<file path="src/cbc_pkg.sv">
// shared types, constants and helper functions of the balance current controller
`timescale 1ns / 1ps
package cbc_pkg;

    // fixed-point constants (q16.16) and the first tick's elapsed time in ms
    localparam logic signed [63:0] AngleOffset  = 64'sd1837;
    localparam logic signed [63:0] AngleLimit   = 64'sd16013;
    localparam logic signed [63:0] IntegLimit   = 64'sd13107;
    localparam logic [31:0]        FirstDtMs    = 32'd10;

    // deadzone offsets per side
    localparam logic signed [31:0] DzLeftPos    = 32'sd0;
    localparam logic signed [31:0] DzLeftNeg    = 32'sd0;
    localparam logic signed [31:0] DzRightPos   = 32'sd0;
    localparam logic signed [31:0] DzRightNeg   = 32'sd0;

    // divide by 1000: clip bound and reciprocal floor(2^35 / 1000)
    localparam logic [65:0] DivClip     = 66'd32768000;
    localparam logic [24:0] DivClipMax  = 25'd32767999;
    localparam logic [25:0] DivRecip    = 26'd34359738;
    localparam int          DivShift    = 35;

    // register map
    localparam int          RegAddrW    = 5;
    typedef enum logic [2:0] {
        REG_OUTER_PROP  = 3'd0,
        REG_OUTER_ACCEL = 3'd1,
        REG_OUTER_INTEG = 3'd2,
        REG_ANGLE       = 3'd3,
        REG_RATE        = 3'd4,
        REG_ANGLE_INTEG = 3'd5,
        REG_F2C         = 3'd6,
        REG_UNUSED      = 3'd7
    } t_reg_idx;

    typedef struct packed {
        logic        [31:0] time_ms;
        logic signed [31:0] target_vel_left;
        logic signed [31:0] target_vel_right;
        logic signed [31:0] body_angle;
        logic signed [31:0] body_rate;
        logic signed [31:0] wheel_vel_left;
        logic signed [31:0] wheel_acc_left;
        logic signed [31:0] wheel_vel_right;
        logic signed [31:0] wheel_acc_right;
        logic signed [31:0] leg_offset_left;
        logic signed [31:0] leg_offset_right;
    } t_in_item;

    typedef struct packed {
        logic signed [31:0] right_motor_current;
        logic signed [31:0] left_motor_current;
        logic signed [31:0] mean_force;
        logic signed [31:0] desired_angle_left;
        logic signed [31:0] desired_angle_right;
    } t_out_item;

    typedef struct packed {
        logic signed [31:0] outer_prop_gain;
        logic signed [31:0] outer_accel_gain;
        logic signed [31:0] outer_integral_gain;
        logic signed [31:0] angle_gain;
        logic signed [31:0] rate_gain;
        logic signed [31:0] angle_integral_gain;
        logic signed [31:0] force_to_current;
    } t_gains;

    // per-side inputs of one lane
    typedef struct packed {
        logic signed [31:0] target;
        logic signed [31:0] vel;
        logic signed [31:0] acc;
        logic signed [31:0] leg;
    } t_side_in;

    typedef struct packed {
        logic start;
        logic take;
    } t_lane_ctl;

    typedef struct packed {
        logic               done;
        logic signed [63:0] cur;
        logic signed [31:0] force_val;
        logic signed [31:0] des_tel;
    } t_lane_sts;

    typedef enum logic [4:0] {
        L_IDLE, L_VMUL, L_VDIV, L_VFIX, L_OP, L_OA, L_OI, L_DES,
        L_AMUL, L_ADIV, L_AFIX, L_IA, L_IR, L_II, L_FRC, L_CUR, L_FIN, L_DONE
    } t_lane_state;

    function automatic logic signed [31:0] sat32(input logic signed [63:0] v);
        if (v > 64'sd2147483647) begin
            return 32'sh7fffffff;
        end else if (v < -64'sd2147483648) begin
            return 32'sh80000000;
        end
        return v[31:0];
    endfunction

    function automatic logic signed [63:0] clampv(input logic signed [63:0] v,
                                                  input logic signed [63:0] lim);
        if (v > lim) begin
            return lim;
        end else if (v < -lim) begin
            return -lim;
        end
        return v;
    endfunction

    // q16.16 product scaling, floor
    function automatic logic signed [63:0] qsh(input logic signed [65:0] p);
        return {{14{p[65]}}, p[65:16]};
    endfunction

endpackage

</file>
<file path="src/cbc_if.sv">


interface cbc_out_if;
    logic               valid;
    logic               ready;
    cbc_pkg::t_out_item data;
    modport source (output valid, output data, input ready);
    modport sink   (input valid, input data, output ready);
endinterface

</file>
<file path="src/cbc_merge.sv">
// combines both lanes into one result beat held in the output register
`timescale 1ns / 1ps
module cbc_merge (
    input  logic               i_clk,
    input  logic               i_rst_n,
    input  cbc_pkg::t_lane_sts i_left,
    input  cbc_pkg::t_lane_sts i_right,
    output logic               o_take,
    cbc_out_if.source          o_out
);
    logic               r_valid;
    cbc_pkg::t_out_item r_data, w_data;
    logic signed [32:0] w_fsum;

    // move when both lanes are done and the output slot is free
    assign o_take = i_left.done && i_right.done && (!r_valid || o_out.ready);

    // mean of the forces, floor
    assign w_fsum = 33'(i_left.force_val) + 33'(i_right.force_val);

    always_comb begin
        w_data.right_motor_current = cbc_pkg::sat32(-i_right.cur);
        w_data.left_motor_current  = cbc_pkg::sat32(i_left.cur);
        w_data.mean_force          = w_fsum[32:1];
        w_data.desired_angle_left  = i_left.des_tel;
        w_data.desired_angle_right = i_right.des_tel;
    end

    always_ff @(posedge i_clk) begin
        if (!i_rst_n) begin
            r_valid <= 1'b0;
        end else if (o_take) begin
            r_valid <= 1'b1;
        end else if (o_out.ready) begin
            r_valid <= 1'b0;
        end
    end

    always_ff @(posedge i_clk) begin
        if (o_take) begin
            r_data <= w_data;
        end
    end

    assign o_out.valid = r_valid;
    assign o_out.data  = r_data;

endmodule

</file>
<file path="src/flat_wrapper.sv">
// flat-port wrapper written by rule: the top's interface ports become plain ports
module cbc_merge_flat 
  (i_clk, i_rst_n, i_left, i_right, o_take, o_out_valid, o_out_data, o_out_ready);
  cbc_out_if o_out_i ();
  input  logic i_clk;
  input  logic i_rst_n;
  input  cbc_pkg::t_lane_sts i_left;
  input  cbc_pkg::t_lane_sts i_right;
  output logic o_take;
  output wire logic [$bits(o_out_i.valid)-1:0] o_out_valid;
  output wire logic [$bits(o_out_i.data)-1:0] o_out_data;
  input wire logic [$bits(o_out_i.ready)-1:0] o_out_ready;
  assign o_out_valid = o_out_i.valid;
  assign o_out_data = o_out_i.data;
  assign o_out_i.ready = o_out_ready;
  cbc_merge u_core (.i_clk(i_clk), .i_rst_n(i_rst_n), .i_left(i_left), .i_right(i_right), .o_take(o_take), .o_out(o_out_i));
endmodule
</file>
<file path="config.mk">
export PLATFORM = sky130hd
export DESIGN_NAME = cbc_merge_flat
export DESIGN_NICKNAME = d
export VERILOG_FILES = /design/src/cbc_pkg.sv /design/src/cbc_if.sv /design/src/cbc_merge.sv /design/src/flat_wrapper.sv
export SDC_FILE = /design/constraint.sdc
export NUM_CORES = 1
export LEC_CHECK = 0
export BUFFER_PORTS_ARGS = -buffer_cell sky130_fd_sc_hd__buf_2
export CORE_AREA = 5 5 163 165
export CTS_CLUSTER_DIAMETER = 120
export CTS_CLUSTER_SIZE = 10
export DETAILED_ROUTE_END_ITERATION = 10
export DIE_AREA = 0 0 168 170
export PLACE_DENSITY = 0.73
export SYNTH_ARGS = -nofsm -noshare
export SYNTH_HDL_FRONTEND = slang
export SYNTH_SLANG_ARGS = --single-unit
export TNS_END_PERCENT = 1
</file>
<file path="constraint.sdc">
create_clock -name i_clk -period 16.5 [get_ports i_clk]
set_input_delay 1.65 -clock i_clk [delete_from_list [all_inputs] [get_ports i_clk]]
set_output_delay 1.65 -clock i_clk [all_outputs]
set_load 0.05 [all_outputs]
</file>
-- After elaboration in Yosys (flattened, before gate mapping)
Cells that the tools add are included.
- bits in latches: 0
- ROM bits: 0
- flip-flop bits (word level): 161
- input bits: 261
- output and inout bits: 162
- memories: 0
- RAM bits: 0
- bitwise gates (word level): 0
- order comparisons: 4
- reduce and logical (&&, ||, !) cells: 5
- mux-type cells: 12
- add/sub/neg operators: 2
- multiply operators: 0
- divide/modulo/power cells: 0
- shift operators: 0
- eq/ne operators: 0
- operators with widths (kind ; count):
    two-way mux 32 bit ; 6
    greater-than comparator 64 x 32 -> 1 bit, second input constant ; 2
    < comparator 64 x 32 -> 1 bit, second input constant ; 2
    negator 64 bit ; 1
    adder 32 x 32 -> 33 bit ; 1
    two-way mux 1 bit ; 6
    logical AND 1 bit ; 2
    nonzero test 2 bit ; 1
    zero test 1 bit ; 1
    logical OR 1 bit ; 1

-- Longest topological paths before layout
- depth in word-level cells: 5
- gate-level depth with buffers: 12
- depth with buffers taken out: 11

-- Worst setup path after synthesis
OpenSTA, ideal clock, no wires.
- kind: input to output
- from: in o_out_ready
- to: out o_take
- setup slack: 5.415 ns
- stages on the path: 2
- arrival: 9.435 ns
- buffers on the path: 0
- path through: nand2b_1 > nor2b_1
- word-level cells in the longest chain between the ends: 2
- ends and longest elaborated chain (element ; RTL line ; text):
    from (decl) ; flat_wrapper.sv:12 ; input wire logic [$bits(o_out_i.ready)-1:0] o_out_ready;
    logical OR 1 bit ; cbc_merge.sv:16 ; assign o_take = i_left.done && i_right.done && (!r_valid || o_out.ready);
    logical AND 1 bit ; cbc_merge.sv:16 ;
    to (decl) ; flat_wrapper.sv:9 ; output logic o_take;
No other way between the ends.

==> metrics.cfg <==
[outcome]
status = completed

[power_and_ir_drop]
swShare_pct = 32.2
leakagePower_nw = 4.93
p_total_w = 0.00112
p_clk_share_pct = 35.9
power_per_cell_area_nw_per_um2 = 96.0
p_int_w = 0.000761
seqPwrFrac_pct = 43.1
ir_drop_mv = 0.0738
p_switching_w = 0.000361
p_comb_share_pct = 21.0

[floorplan]
fp.coreArea_sq_um = 24900
dieArea_sq_um = 28600
floorplan.initialDensity_pct = 34.6
die_h_microns = 170
rows = 58
num_io_pins = 423
dieWidth_microns = 168

[final_layout]
num-fill-cells = 2324
layout-drive-gt1-share_pct = 39.6
regArea_sq_um = 4820
fin_util_pct = 46.9
final_cell_mix = 422 x buf_2, 160 x edfxtp_1, 158 x nand2_1
final_common_cell = buf_2
multi_input_comb_area_sq_um = 3640
final_nets = 1499
layout-area-overhead-vs-synth_pct = 35.9

[synth]
synth.avg_cell_area_sq_um = 11.0
synth_warnings = 0
synth_top_cell_by_area = edfxtp_1
ys_async_sr_fraction_pct = 0
synth.top_cell.area_share_pct = 55.9
synth-edff-count = 160
yosysSeqAreaShare_pct = 56.1
ys_types = 59
ys_top_cells_by_area = edfxtp_1 56%, nand2_1 6.9%, xnor2_1 4.8%
synth_nets = 1073
synth_seq_cells = 161
syn_inst = 779
ys.flop_type = edfxtp_1
synth_area_sq_um = 8600

[place]
pre_cts_ws_ns = 10.48
place_congestion = 0.910
dp_hpwl_mm = 23.1
portBuffers = 422

[clock_tree]
clk_latency_ns = 0.42
cts_resized = 0
cts_made_buffers = 17
clk_pin_slew_ns = 0.07
ctsHoldBuffers = 0
clock-sinks = 161
cts-htree-levels = 4
post_cts_buffers = 0
cts_tree = built
root_buffer = clkbuf_16
cts.path.max_buffers = 2

[drt]
drt_first_pass_iters = 5
wl_mm = 28.7
num_vias = 7819
drt_iter0_drc = 507
vias_per_cell = 5.05
wl_per_cell_microns = 18.6
postRouteAntennaNets = 0
drcViolationCount = 0

[global_route]
grt_use_total_pct = 18.8
busiest_layer = met2
antenna_found_initial = 2
use_met1_pct = 24.4
grt_max_degree = 80
grt_pass1_wl_mm = 42.3
gr-usage-met2_pct = 31.0
grt_pass1_vias = 7519
grt_overflow = 0
use_met3_pct = 4.81

[worst_setup_path]
startpoint_type = input port
crit_fanout = 31
cpMaxStageDelayCell = nor3_2
cp.arrival_ns = 5.72
crit_path_end_kind = flop
r2r_start = u_core.o_out.valid
ff2ff_path_depth = 5
reg2reg_to = u_core.o_out.data[96]
r2r_setup_slack_ns = 13.42
crit_top_cell = or4_1
max_stage_delay_ns = 0.85
crit_chain = buf_2, or3_1, or4_1, nor3_2, nand4_1, xor2_1, or4_1, a211oi_1, a41o_2, nand2_1
crit_type = in -> reg
critPathRequiredTime_ns = 16.64

[timing]
finalSetupViolCount = 0
maxSlewHeadroom_pct = 19.3
post-route-min-period_ns = 5.58
rsz0062_at_grt = no
totalNegativeSetupSlack_ns = 0
slew_violations = 0
hold_viol_final = 0
setup_slack_ns = 10.92
worstMarginPinSlew_ns = 1.21
period_share_pct = 33.8
fmaxAchievable_mhz = 179
skew_ns = 0.0166

[worst_hold_path]
hp-class = reg -> reg
hp-start = u_core.o_out.valid
min_to = u_core.o_out.valid
hold_depth = 2

[run]
maxCapViolCount = 0

[stage by stage]
stage	instance area [sq um]	hold WS [ns]	cells
floorplan	8600	0.718	779
global placement	11100	0.497	1516
detailed placement	11100	0.507	1516
CTS	11700	0.525	1548
global route	11700	0.545	1548
finish	11700	0.517	1549
[cell type report]
class | instances | share of cell area [%]
clock inverters | 15 | 1.55
clock buffers | 17 | 3.64
well taps | 330 | 3.53
flip-flops and latches | 161 | 41.3
inverters | 14 | 0.450
multi-input cells | 584 | 31.1
repair buffers | 427 | 18.4
diodes | 1 | 0.0214
[cells by family (layout without fill, tap and decap cells)]
kind of cell / count (synthesis) / count (layout) / synth area share [%]
buffers and inverters: 34 / 473 / 1.88
other: 0 / 1 / 0
AND/OR/NAND/NOR: 368 / 368 / 21.5
AO/OA/AOI/OAI: 115 / 115 / 8.70
flip-flops: 161 / 161 / 56.1
multiplexers: 3 / 3 / 0.364
adder cells (fa/ha/maj): 33 / 33 / 4.89
XOR/XNOR: 65 / 65 / 6.62
[cells in the mapped netlist (3+ instances only)]
cell type,number
a211oi_1,7
a21boi_0,3
a21o_1,14
a21oi_1,40
a31oi_1,3
and2_1,7
and3_1,5
and4_1,3
and4b_1,3
buf_2,3
buf_6,4
clkbuf_1,13
edfxtp_1,160
ha_1,32
inv_1,14
nand2_1,158
nand2b_1,9
nand3_1,20
nand3b_1,3
nand4_1,20
nand4b_1,4
nor2_1,48
nor2b_1,4
nor3_1,17
nor4_1,22
nor4b_1,3
o211ai_1,3
o21a_1,3
o21ai_0,18
o21bai_1,6
o31a_1,4
or2_2,7
or3_1,13
or4_1,10
or4b_2,3
xnor2_1,47
xor2_1,18
[registers in the layout, indices dropped and copies added (netlist names)]
name and count:
u_core.o_out.valid 1, u_core.o_out.data 160
[power groups by stage]
stage	clock network (W)	logic [W]	registers (W)
after global placement	0	0.000231	0.000493
after detailed placement	0	0.000235	0.000493
after global routing	0.000431	0.000252	0.000486
final	0.000403	0.000235	0.000484
after floorplan	0	0.0000815	0.000569
after CTS	0.000413	0.000235	0.000484
[worst max-delay path, delay by kind of cell]
family,cells,cell delay (ns)
and+or+nand+nor,6,2.89
xor gates and xnor gates,1,0.21
AOI/OAI and AO/OA,2,0.85
buffers and inverters,1,0.11
[routing by layer]
metal | part of all wire [%] | wire length, microns
met1 | 41 | 11900
met2 | 48 | 13800
met3 | 7.7 | 2200
met4 | 2.8 | 806
met5 | 0.070 | 20
[worst max-delay path by stage]
stage	slack (ns)	depth (start not counted)	end	from
floorplan	5.42	2	o_take	o_out_ready
global placement	10.68	10	u_core.o_out.data[158]	i_right[84]
detailed placement	10.48	10	u_core.o_out.data[141]	i_right[84]
CTS	10.94	10	u_core.o_out.data[141]	i_right[84]
global route	10.59	10	u_core.o_out.data[155]	i_right[84]
finish	10.92	10	u_core.o_out.data[141]	i_right[84]
Power figures use the tool's default switching activity.
